File: src/rtl/slt_pkg.sv
`default_nettype none
// ----------------------------------------------------------------------------
// Sentence lock table package
// Shared sizes, status and request codes, and controller/datapath bundles.
// ----------------------------------------------------------------------------
package slt_pkg;

  localparam int Files      = 4;
  localparam int Locks      = 16;
  localparam int Entries    = Files * Locks;
  localparam int FileW      = 2;
  localparam int LockW      = $clog2(Locks);
  localparam int EntryW     = $clog2(Entries);
  localparam int SessW      = 16;
  localparam int SentW      = 16;
  localparam int TimeW      = 32;
  localparam int StatusW    = 3;

  localparam logic [1:0] KIND_ACQUIRE     = 2'd0;
  localparam logic [1:0] KIND_RELEASE     = 2'd1;
  localparam logic [1:0] KIND_RELEASE_ALL = 2'd2;
  localparam logic [1:0] KIND_CLEANUP     = 2'd3;

  localparam logic [StatusW-1:0] ST_OK       = 3'd0;
  localparam logic [StatusW-1:0] ST_BAD      = 3'd1;
  localparam logic [StatusW-1:0] ST_LOCKED   = 3'd2;
  localparam logic [StatusW-1:0] ST_FULL     = 3'd3;
  localparam logic [StatusW-1:0] ST_NOTFOUND = 3'd4;

  typedef struct packed {
    logic              load;
    logic              scan;
    logic [EntryW-1:0] idx;
    logic              commit;
  } cmd_t;

  typedef struct packed {
    logic               done;
    logic [StatusW-1:0] status;
    logic [SessW-1:0]   granted;
  } stat_t;

endpackage

`default_nettype wire

File: src/rtl/slt_ram.sv
`default_nettype none
// ----------------------------------------------------------------------------
// Generic RAM
// One write port and one read port with registered read data.
// ----------------------------------------------------------------------------
module slt_ram #(
  parameter int Width = 8,
  parameter int Depth = 16
) (
  input  wire logic                     clk,
  input  wire logic                     we,
  input  wire logic [$clog2(Depth)-1:0] waddr,
  input  wire logic [Width-1:0]         wdata,
  input  wire logic [$clog2(Depth)-1:0] raddr,
  output      logic [Width-1:0]         rdata
);

  logic [Width-1:0] mem [Depth];

  always_ff @(posedge clk) begin
    if (we) begin
      mem[waddr] <= wdata;
    end
    rdata <= mem[raddr];
  end

endmodule

`default_nettype wire

File: src/rtl/slt_datapath.sv
`default_nettype none
// ----------------------------------------------------------------------------
// Lock table datapath
// Entry storage, valid bits, session counters and the per-entry scan checks.
// ----------------------------------------------------------------------------
module slt_datapath (
  input  wire logic                        clk,
  input  wire logic                        rst,
  input  wire slt_pkg::cmd_t               cmd,
  input  wire logic [1:0]                  kind,
  input  wire logic [slt_pkg::FileW-1:0]   file_slot,
  input  wire logic [slt_pkg::SentW-1:0]   sentence_num,
  input  wire logic [slt_pkg::SessW-1:0]   session_num,
  input  wire logic [slt_pkg::TimeW-1:0]   now_seconds,
  input  wire logic [slt_pkg::TimeW-1:0]   stale_cutoff,
  output      slt_pkg::stat_t              stat
);

  localparam int EW = slt_pkg::EntryW;
  localparam int LW = slt_pkg::LockW;
  localparam int DW = slt_pkg::SentW + slt_pkg::SessW + slt_pkg::TimeW;

  logic [1:0]                  r_kind;
  logic [slt_pkg::FileW-1:0]   r_file;
  logic [slt_pkg::SentW-1:0]   r_sent;
  logic [slt_pkg::SessW-1:0]   r_sess;
  logic [slt_pkg::TimeW-1:0]   r_now;
  logic [slt_pkg::Entries-1:0] valid;
  logic [slt_pkg::SessW-1:0]   next_session [slt_pkg::Files];
  logic                        hit;
  logic                        free_found;
  logic [LW-1:0]               free_idx;

  logic          chk;
  logic [EW-1:0] chk_idx;

  logic          we;
  logic [EW-1:0] waddr;
  logic [DW-1:0] wdata;
  logic [DW-1:0] rdata;
  logic [slt_pkg::SessW-1:0] sess_id;

  slt_ram #(.Width(DW), .Depth(slt_pkg::Entries)) u_ram (
    .clk   (clk),
    .we    (we),
    .waddr (waddr),
    .wdata (wdata),
    .raddr (cmd.idx),
    .rdata (rdata)
  );

  logic [slt_pkg::SentW-1:0] e_sent;
  logic [slt_pkg::SessW-1:0] e_sess;
  logic [slt_pkg::TimeW-1:0] e_time;
  logic                      e_valid;
  logic [slt_pkg::TimeW:0]   age;
  logic                      stale;

  assign e_sent  = rdata[DW-1 -: slt_pkg::SentW];
  assign e_sess  = rdata[slt_pkg::TimeW +: slt_pkg::SessW];
  assign e_time  = rdata[slt_pkg::TimeW-1:0];
  assign e_valid = valid[chk_idx];
  assign age     = {1'b0, r_now} - {1'b0, e_time};
  assign stale   = !age[slt_pkg::TimeW] && (age[slt_pkg::TimeW-1:0] > stale_cutoff);

  always_comb begin
    sess_id = next_session[r_file];
    if (sess_id == '0) begin
      sess_id = slt_pkg::SessW'(1);
    end
  end

  assign we    = cmd.commit && (r_kind == slt_pkg::KIND_ACQUIRE) && (r_sent != '0)
                 && !hit && free_found;
  assign waddr = {r_file, free_idx};
  assign wdata = {r_sent, sess_id, r_now};

  always_ff @(posedge clk) begin
    if (rst) begin
      valid <= '0;
      chk   <= 1'b0;
      for (int f = 0; f < slt_pkg::Files; f++) begin
        next_session[f] <= slt_pkg::SessW'(1);
      end
    end else begin
      chk     <= cmd.scan;
      chk_idx <= cmd.idx;
      if (cmd.load) begin
        r_kind     <= kind;
        r_file     <= file_slot;
        r_sent     <= sentence_num;
        r_sess     <= session_num;
        r_now      <= now_seconds;
        hit        <= 1'b0;
        free_found <= 1'b0;
        free_idx   <= '0;
      end
      if (chk && e_valid) begin
        unique case (r_kind)
          slt_pkg::KIND_ACQUIRE: begin
            if (e_sent == r_sent) hit <= 1'b1;
          end
          slt_pkg::KIND_RELEASE: begin
            if (!hit && e_sent == r_sent && e_sess == r_sess) begin
              hit            <= 1'b1;
              valid[chk_idx] <= 1'b0;
            end
          end
          slt_pkg::KIND_RELEASE_ALL: begin
            if (e_sess == r_sess) valid[chk_idx] <= 1'b0;
          end
          slt_pkg::KIND_CLEANUP: begin
            if (stale_cutoff != '0 && stale) valid[chk_idx] <= 1'b0;
          end
          default: ;
        endcase
      end else if (chk && !free_found) begin
        free_found <= 1'b1;
        free_idx   <= chk_idx[LW-1:0];
      end
      if (we) begin
        valid[waddr]         <= 1'b1;
        next_session[r_file] <= sess_id + slt_pkg::SessW'(1);
      end
    end
  end

  always_comb begin
    stat.done    = cmd.commit;
    stat.granted = '0;
    stat.status  = slt_pkg::ST_OK;
    unique case (r_kind)
      slt_pkg::KIND_ACQUIRE: begin
        if (r_sent == '0)     stat.status = slt_pkg::ST_BAD;
        else if (hit)         stat.status = slt_pkg::ST_LOCKED;
        else if (!free_found) stat.status = slt_pkg::ST_FULL;
        else                  stat.granted = sess_id;
      end
      slt_pkg::KIND_RELEASE: begin
        if (r_sent == '0 || r_sess == '0) stat.status = slt_pkg::ST_BAD;
        else if (!hit)                    stat.status = slt_pkg::ST_NOTFOUND;
      end
      slt_pkg::KIND_RELEASE_ALL: begin
        if (r_sess == '0) stat.status = slt_pkg::ST_BAD;
      end
      default: stat.status = slt_pkg::ST_OK;
    endcase
  end

endmodule

`default_nettype wire

File: src/rtl/slt_ctrl.sv
`default_nettype none
// ----------------------------------------------------------------------------
// Lock table controller
// Sequences the scan of one file's table, or all tables for cleanup.
// ----------------------------------------------------------------------------
module slt_ctrl (
  input  wire logic                      clk,
  input  wire logic                      rst,
  input  wire logic                      in_valid,
  output      logic                      in_stall,
  input  wire logic [1:0]                kind,
  input  wire logic [slt_pkg::FileW-1:0] file_slot,
  output      slt_pkg::cmd_t             cmd
);

  localparam logic [1:0] S_IDLE = 2'd0;
  localparam logic [1:0] S_SCAN = 2'd1;
  localparam logic [1:0] S_TAIL = 2'd2;
  localparam logic [1:0] S_DONE = 2'd3;

  localparam int EW = slt_pkg::EntryW;
  localparam int LW = slt_pkg::LockW;

  logic [1:0]    state;
  logic [1:0]    state_next;
  logic [EW-1:0] idx;
  logic [EW-1:0] last;
  logic          accept;

  // Single-slot pipeline: stall while a request is in flight.
  assign in_stall = (state != S_IDLE);
  assign accept   = in_valid && !in_stall;

  always_comb begin
    state_next = state;
    cmd.load   = 1'b0;
    cmd.scan   = 1'b0;
    cmd.commit = 1'b0;
    cmd.idx    = idx;
    unique case (state)
      S_IDLE: begin
        if (accept) begin
          cmd.load   = 1'b1;
          state_next = S_SCAN;
        end
      end
      S_SCAN: begin
        cmd.scan = 1'b1;
        if (idx == last) state_next = S_TAIL;
      end
      S_TAIL: state_next = S_DONE;
      S_DONE: begin
        cmd.commit = 1'b1;
        state_next = S_IDLE;
      end
      default: state_next = S_IDLE;
    endcase
  end

  always_ff @(posedge clk) begin
    if (rst) begin
      state <= S_IDLE;
      idx   <= '0;
      last  <= '0;
    end else begin
      state <= state_next;
      if (accept) begin
        if (kind == slt_pkg::KIND_CLEANUP) begin
          idx  <= '0;
          last <= EW'(slt_pkg::Entries - 1);
        end else begin
          idx  <= {file_slot, LW'(0)};
          last <= {file_slot, {LW{1'b1}}};
        end
      end else if (state == S_SCAN && idx != last) begin
        idx <= idx + EW'(1);
      end
    end
  end

endmodule

`default_nettype wire

File: src/rtl/sentence_lock_table.sv
`default_nettype none
// ----------------------------------------------------------------------------
// Sentence lock table
// Per-file sentence lock tables with acquire, release, release-all, cleanup.
//
// Requests enter on the in channel (in_valid/in_stall) and each gives exactly
// one result on the out channel (out_valid/out_stall): status and the granted
// session id. One request is worked at a time. A file request scans that
// file's 16 entries through the entry RAM read port, one per cycle, and
// cleanup scans all 64 entries. After the scan the controller steps through
// its tail and done states, and the result is then registered into an
// output register, where it holds while out_stall is high. The block stalls
// its input while a request is in flight and while a result waits on a
// stalled output. Reset (rst, synchronous) clears every valid bit, sets each
// file's session counter to one and clears stale_cutoff. stale_cutoff_we
// writes the cutoff register.
// ----------------------------------------------------------------------------
module sentence_lock_table (
  input  wire logic                      clk,
  input  wire logic                      rst,
  input  wire logic                      stale_cutoff_we,
  input  wire logic [slt_pkg::TimeW-1:0] stale_cutoff_wdata,
  input  wire logic                      in_valid,
  output      logic                      in_stall,
  input  wire logic [1:0]                kind,
  input  wire logic [slt_pkg::FileW-1:0] file_slot,
  input  wire logic [slt_pkg::SentW-1:0] sentence_num,
  input  wire logic [slt_pkg::SessW-1:0] session_num,
  input  wire logic [slt_pkg::TimeW-1:0] now_seconds,
  output      logic                      out_valid,
  input  wire logic                      out_stall,
  output      logic [slt_pkg::StatusW-1:0] status,
  output      logic [slt_pkg::SessW-1:0]   granted_session
);

  logic [slt_pkg::TimeW-1:0] stale_cutoff;
  slt_pkg::cmd_t             cmd;
  slt_pkg::stat_t            stat;
  logic                      busy_stall;
  logic                      in_valid_gated;

  // Hold off new requests while an undelivered result still occupies the output.
  assign in_valid_gated = in_valid && !(out_valid && out_stall);
  assign in_stall       = busy_stall || (out_valid && out_stall);

  slt_ctrl u_ctrl (
    .clk       (clk),
    .rst       (rst),
    .in_valid  (in_valid_gated),
    .in_stall  (busy_stall),
    .kind      (kind),
    .file_slot (file_slot),
    .cmd       (cmd)
  );

  slt_datapath u_dp (
    .clk          (clk),
    .rst          (rst),
    .cmd          (cmd),
    .kind         (kind),
    .file_slot    (file_slot),
    .sentence_num (sentence_num),
    .session_num  (session_num),
    .now_seconds  (now_seconds),
    .stale_cutoff (stale_cutoff),
    .stat         (stat)
  );

  always_ff @(posedge clk) begin
    if (rst) begin
      stale_cutoff <= '0;
      out_valid    <= 1'b0;
    end else begin
      if (stale_cutoff_we) stale_cutoff <= stale_cutoff_wdata;
      if (stat.done) begin
        out_valid       <= 1'b1;
        status          <= stat.status;
        granted_session <= stat.granted;
      end else if (!out_stall) begin
        out_valid <= 1'b0;
      end
    end
  end

endmodule

`default_nettype wire
File: config.mk
export PLATFORM = sky130hd
export DESIGN_NAME = sentence_lock_table
export DESIGN_NICKNAME = d
export VERILOG_FILES = /design/src/rtl/slt_pkg.sv /design/src/rtl/slt_ram.sv /design/src/rtl/slt_datapath.sv /design/src/rtl/slt_ctrl.sv /design/src/rtl/sentence_lock_table.sv
export SDC_FILE = /design/constraint.sdc
export NUM_CORES = 2
export LEC_CHECK = 0
export ABC_AREA = 0
export BUFFER_PORTS_ARGS = -buffer_cell sky130_fd_sc_hd__buf_4
export CORE_UTILIZATION = 57
export DETAILED_ROUTE_END_ITERATION = 10
export PLACE_DENSITY_LB_ADDON = 0.25
export SKIP_LAST_GASP = 1
export SYNTH_ARGS = -nofsm -noshare
export SYNTH_HDL_FRONTEND = slang
export SYNTH_MEMORY_MAX_BITS = 65536
export SYNTH_SLANG_ARGS = --single-unit
File: constraint.sdc
create_clock -name clk -period 5.9 [get_ports clk]
set_input_delay 0.295 -clock clk [delete_from_list [all_inputs] [get_ports clk]]
set_output_delay 0.295 -clock clk [all_outputs]
set_load 0.03 [all_outputs]
==> reports/results.txt <==
The initial detailed-routing violation count is 14.2k, and the instance count after placement with tap cells included is 11.5k. Register bit count reported by yosys: 4434. After global routing the overflow that remains totals 0. The tools report the number of standard cells after synthesis as 7528.

The critical path goes through ha_1, nor2b_1, o31a_1, o31ai_1, o221ai_1, o21ai_0, o21ai_0, o41ai_1, nor3_1, a311o_1, ha_1, nand4_1, nor4_1, o21a_1, o311a_2, buf_12, a31oi_1, o221a_1. For this design the ratio of total power to cell area is 374 nW/µm². On the worst path, the slowest cell contributes a delay of 0.65 ns.

Across the routed clock network, the largest skew measured is 0.0762 ns. In the finished design, the share of the clock period the worst path needs comes to 95.3%. The clock drives 4434 sinks. Buffers inserted to repair hold after CTS numbered 191. The clock latency at the later pin of the worst-skew pair came out at 1.00 ns. In this run, synthesis inferred 4259 flip-flops with an integrated enable. In this run the horizontal extent of the chip is 551 µm. The final number of max-transition violations came out at 0. The tree is rooted in a sky130_fd_sc_hd__clkbuf_16.

The number of vias per cell is 6.99, and the met2 usage in global routing is 49.7%. The routed wire length was 474 mm; the time the final worst path needs with I/O delays and setup was 5.62 ns. At the end of routability-driven placement, the weighted congestion stood at 0.889.

Summing over every cut layer, the via total after detailed routing is 87.5k. For this run, the leading register cell type out of synthesis is sky130_fd_sc_hd__edfxtp_1. After floorplanning, the core was divided into 201 placement rows.

The fraction of final layout cells with drive strength greater than 1 works out to 29.8%. After legalization and detailed placement, the total HPWL measured 244 mm. The run gives 6.06% as the routing usage on met3.

The count of cells in the finished layout, fillers not included, comes to 12.5k. The first-pass iteration count of the detailed router came out at 8. The worst setup path is of the reg -> reg kind. The number of antenna violations at the first check in global routing was 11; the cell depth of the worst setup path was 18. The layer with the highest usage was met2. In the global route stage, met1 resource usage came out at 43.3%. Summing the sequential cell areas from Yosys gives 76.5% of the chip area. Post-placement worst setup slack: 0.445 ns. Core region area: 300000 µm². Counting every net in the synthesized netlist gives 7703.

The min-delay analysis places its worst path in the category in -> reg. Terminus of the critical flop-to-flop path: u_dp.valid[40]. Among all stages on the critical path, the largest delay is contributed by sky130_fd_sc_hd__o41ai_1. The worst slew slack as a fraction of its limit was 9.20%. Setup repair after global routing left no endpoint under its margin. For this configuration, the core starts out at a cell density of 57.3%. The routed length per placed instance is 37.9 µm. Reg-to-reg setup timing slack: 0.28 ns.

The tools report the type of element launching the critical path as a register. STA classifies the critical path endpoint as a register. Across the VDD grid, the largest voltage drop is 0.343 mV. The final setup violation count is 0, and the height of the chip is 551 µm. The H-tree generated during clock tree synthesis spans 5 levels. The tools report the final-layout worst hold slack as 0.0520 ns. The placed instances occupy a cell area of 180000 µm². Counting along the longest clock path gives a buffer depth of 4.

At the pin with the least slew margin, the transition time is 1.36 ns. The setup fix buffers added after clock tree synthesis was 0. The logs give 0.280 ns for the smallest setup slack after layout and 304000 µm² for the total die area.

The synthesized netlist occupies a cell area of 172000 µm². The post-route cell area was 196000 µm²; the leakage power of the design was 60.4 nW. During I/O placement, the number of pins put on the boundary was 126. Global routing consumed, over all layers together, 31.4% of the routing resources. Summing internal, switching and leakage power gives 73.5 mW. Clock tree synthesis inserted a total of 426 buffers. Relative to the synthesized area, the layout overhead comes to 14.2%. The tool flagged a number of max-cap violations equal to 0. The cell class contributing the biggest share of worst-path delay was compound AO/OA/AOI/OAI gates.

Of all nets on the critical path, the largest fanout is 64. The number of gates resized after cts came out at 0. For this run, design rule violations remaining after detail routing come to 0. The total buffers and inverters traversed by the critical path is 1, and the async set-reset flop share out of synthesis is 0%. Tracing the worst setup path back leads to its startpoint at u_dp.r_now[1]. The clock slew seen by the registers of the worst setup and hold paths was 0.06 ns; the via count of the first global-routing pass was 87.0k. The first-pass GRT wire length was 660 mm; the depth of the worst register-to-register path was 18. The run gives 0 as the final number of hold-violating endpoints.

The worst flop-to-flop path startpoint was u_dp.r_now[1]. The netlist uses 73 different library cells. The flow ran to the end, and the final reports show no timing, DRC or antenna violations. For the worst setup path, the data arrival time is 6.45 ns. The run gives 96 as the maximum number of pins on one net before global-route repair. Total of buffers placed on input and output ports: 125.

TritonCTS built the clock tree. Dividing the synthesized area by the synthesized cell count gives 22.8 µm². Following the worst setup path forward leads to its endpoint at u_dp.valid[40]. The Yosys step of the flow raised 0 warnings. The data required time of the worst path was 6.74 ns; the number of nets with antenna violations after detailed routing was 0. The number of nets in the layout is 8353. The tools report the highest achievable clock rate as 178 MHz.
-- area by class of cell --
type / instances / area, µm²
Fill cell: 18600 / 104000
Multi-Input combinational cell: 2595 / 39000
Inverter: 91 / 342
Clock inverter: 281 / 2880
Tap cell: 3958 / 4950
Sequential cell: 4434 / 131000
Antenna cell: 8 / 20.0
Clock buffer: 520 / 11300
Timing Repair Buffer: 630 / 6350
-- layout by cell type (no fill, tap or decap), drive strengths merged, types with 25 or more instances in the layout --
cell type | synthesis | routed
a21o | 28 | 28
a21oi | 189 | 189
a31o | 25 | 25
a31oi | 46 | 46
buf | 132 | 439
bufinv | 0 | 47
clkbuf | 276 | 520
clkinv | 1 | 206
dfxtp | 175 | 175
dlygate4sd3 | 0 | 191
edfxtp | 4259 | 4259
ha | 69 | 69
inv | 90 | 105
mux2i | 40 | 40
mux4 | 1366 | 1366
nand2 | 65 | 65
nand3 | 27 | 27
nor2 | 285 | 285
nor3 | 42 | 42
nor4 | 26 | 26
o21ai | 70 | 70
o221a | 40 | 40
xnor2 | 46 | 46
xor2 | 32 | 32
-- cells in the mapped netlist, types with 32 or more instances --
cell type / n / area share (%)
sky130_fd_sc_hd__edfxtp_1: 4259 / 74
sky130_fd_sc_hd__mux4_2: 1366 / 18
sky130_fd_sc_hd__nor2_1: 285 / 0.62
sky130_fd_sc_hd__clkbuf_1: 276 / 0.60
sky130_fd_sc_hd__a21oi_1: 189 / 0.55
sky130_fd_sc_hd__dfxtp_1: 175 / 2.0
sky130_fd_sc_hd__buf_1: 99 / 0.22
sky130_fd_sc_hd__inv_1: 90 / 0.20
sky130_fd_sc_hd__ha_1: 69 / 0.50
sky130_fd_sc_hd__o21ai_0: 69 / 0.20
sky130_fd_sc_hd__nand2_1: 65 / 0.14
sky130_fd_sc_hd__a31oi_1: 46 / 0.17
sky130_fd_sc_hd__xnor2_1: 46 / 0.23
sky130_fd_sc_hd__nor3_1: 42 / 0.12
sky130_fd_sc_hd__mux2i_1: 40 / 0.23
sky130_fd_sc_hd__o221a_1: 37 / 0.24
sky130_fd_sc_hd__xor2_1: 32 / 0.16
-- flip-flops by register name (all words and copies together) (netlist names), 2 cells and up, named ones only --
| register | count |
|---|---|
| granted_session | 16 |
| u_dp.free_idx | 4 |
| u_dp.r_sent | 16 |
| u_dp.valid | 64 |
| status | 3 |
| u_dp.r_sess | 16 |
| u_ctrl.last | 3 |
| u_dp.chk_idx | 6 |
| u_dp.u_ram.rdata | 64 |
| u_dp.r_kind | 2 |
| stale_cutoff | 32 |
| u_dp.next_session | 64 |
| u_dp.u_ram.mem | 4096 |
| u_ctrl.state | 2 |
| u_ctrl.idx | 6 |
| u_dp.r_now | 32 |
| u_dp.r_file | 2 |
-- where the power goes --
part           internal (mW)  leakage, nW  total [mW]  switching [mW]
clock network           15.8         6.95        27.7            11.9
logic                   4.51         13.5        9.76            5.25
registers               35.6         39.9        36.0           0.383
-- worst min-delay path by stage --
| stage | start | endpoint | slack [ns] | cells after the start |
|---|---|---|---|---|
| 2_1_floorplan | file_slot[0] | u_dp.r_file[0] | 0.39 | 0 |
| 3_3_place_gp | u_dp.r_sent[13] | u_dp.u_ram.mem[42][61] | 0.47 | 0 |
| 3_5_place_dp | session_num[5] | u_dp.r_sess[5] | 0.47 | 1 |
| 4_1_cts | now_seconds[25] | u_dp.r_now[25] | 0.004 | 2 |
| 5_1_grt | now_seconds[28] | u_dp.r_now[28] | 0.05 | 2 |
| 6_report | kind[1] | u_dp.r_kind[1] | 0.05 | 2 |
-- routing by layer --
layer  vias to the layer above  share of wire, %
li1                      33400                 -
met1                     46600                36
met2                      6263                48
met3                      1184                11
met4                         0               5.1
met5                         -                 0
-- cells by family after synthesis --
family | share of synthesized area (%)
buf+inv | 1.13
compound gates | 1.78
xor+xnor | 0.398
simple gates | 1.52
mux | 18.2
flops | 76.5
fa+ha+maj | 0.514
-- metrics by stage --
stage	TNS (ns)	util (%)
floorplan	-106.68	-
global placement	0	60.1
detailed placement	0	60.1
CTS	0	65.5
global route	0	65.5
finish	0	65.5
No activity file was read; power rests on OpenSTA's default activity.
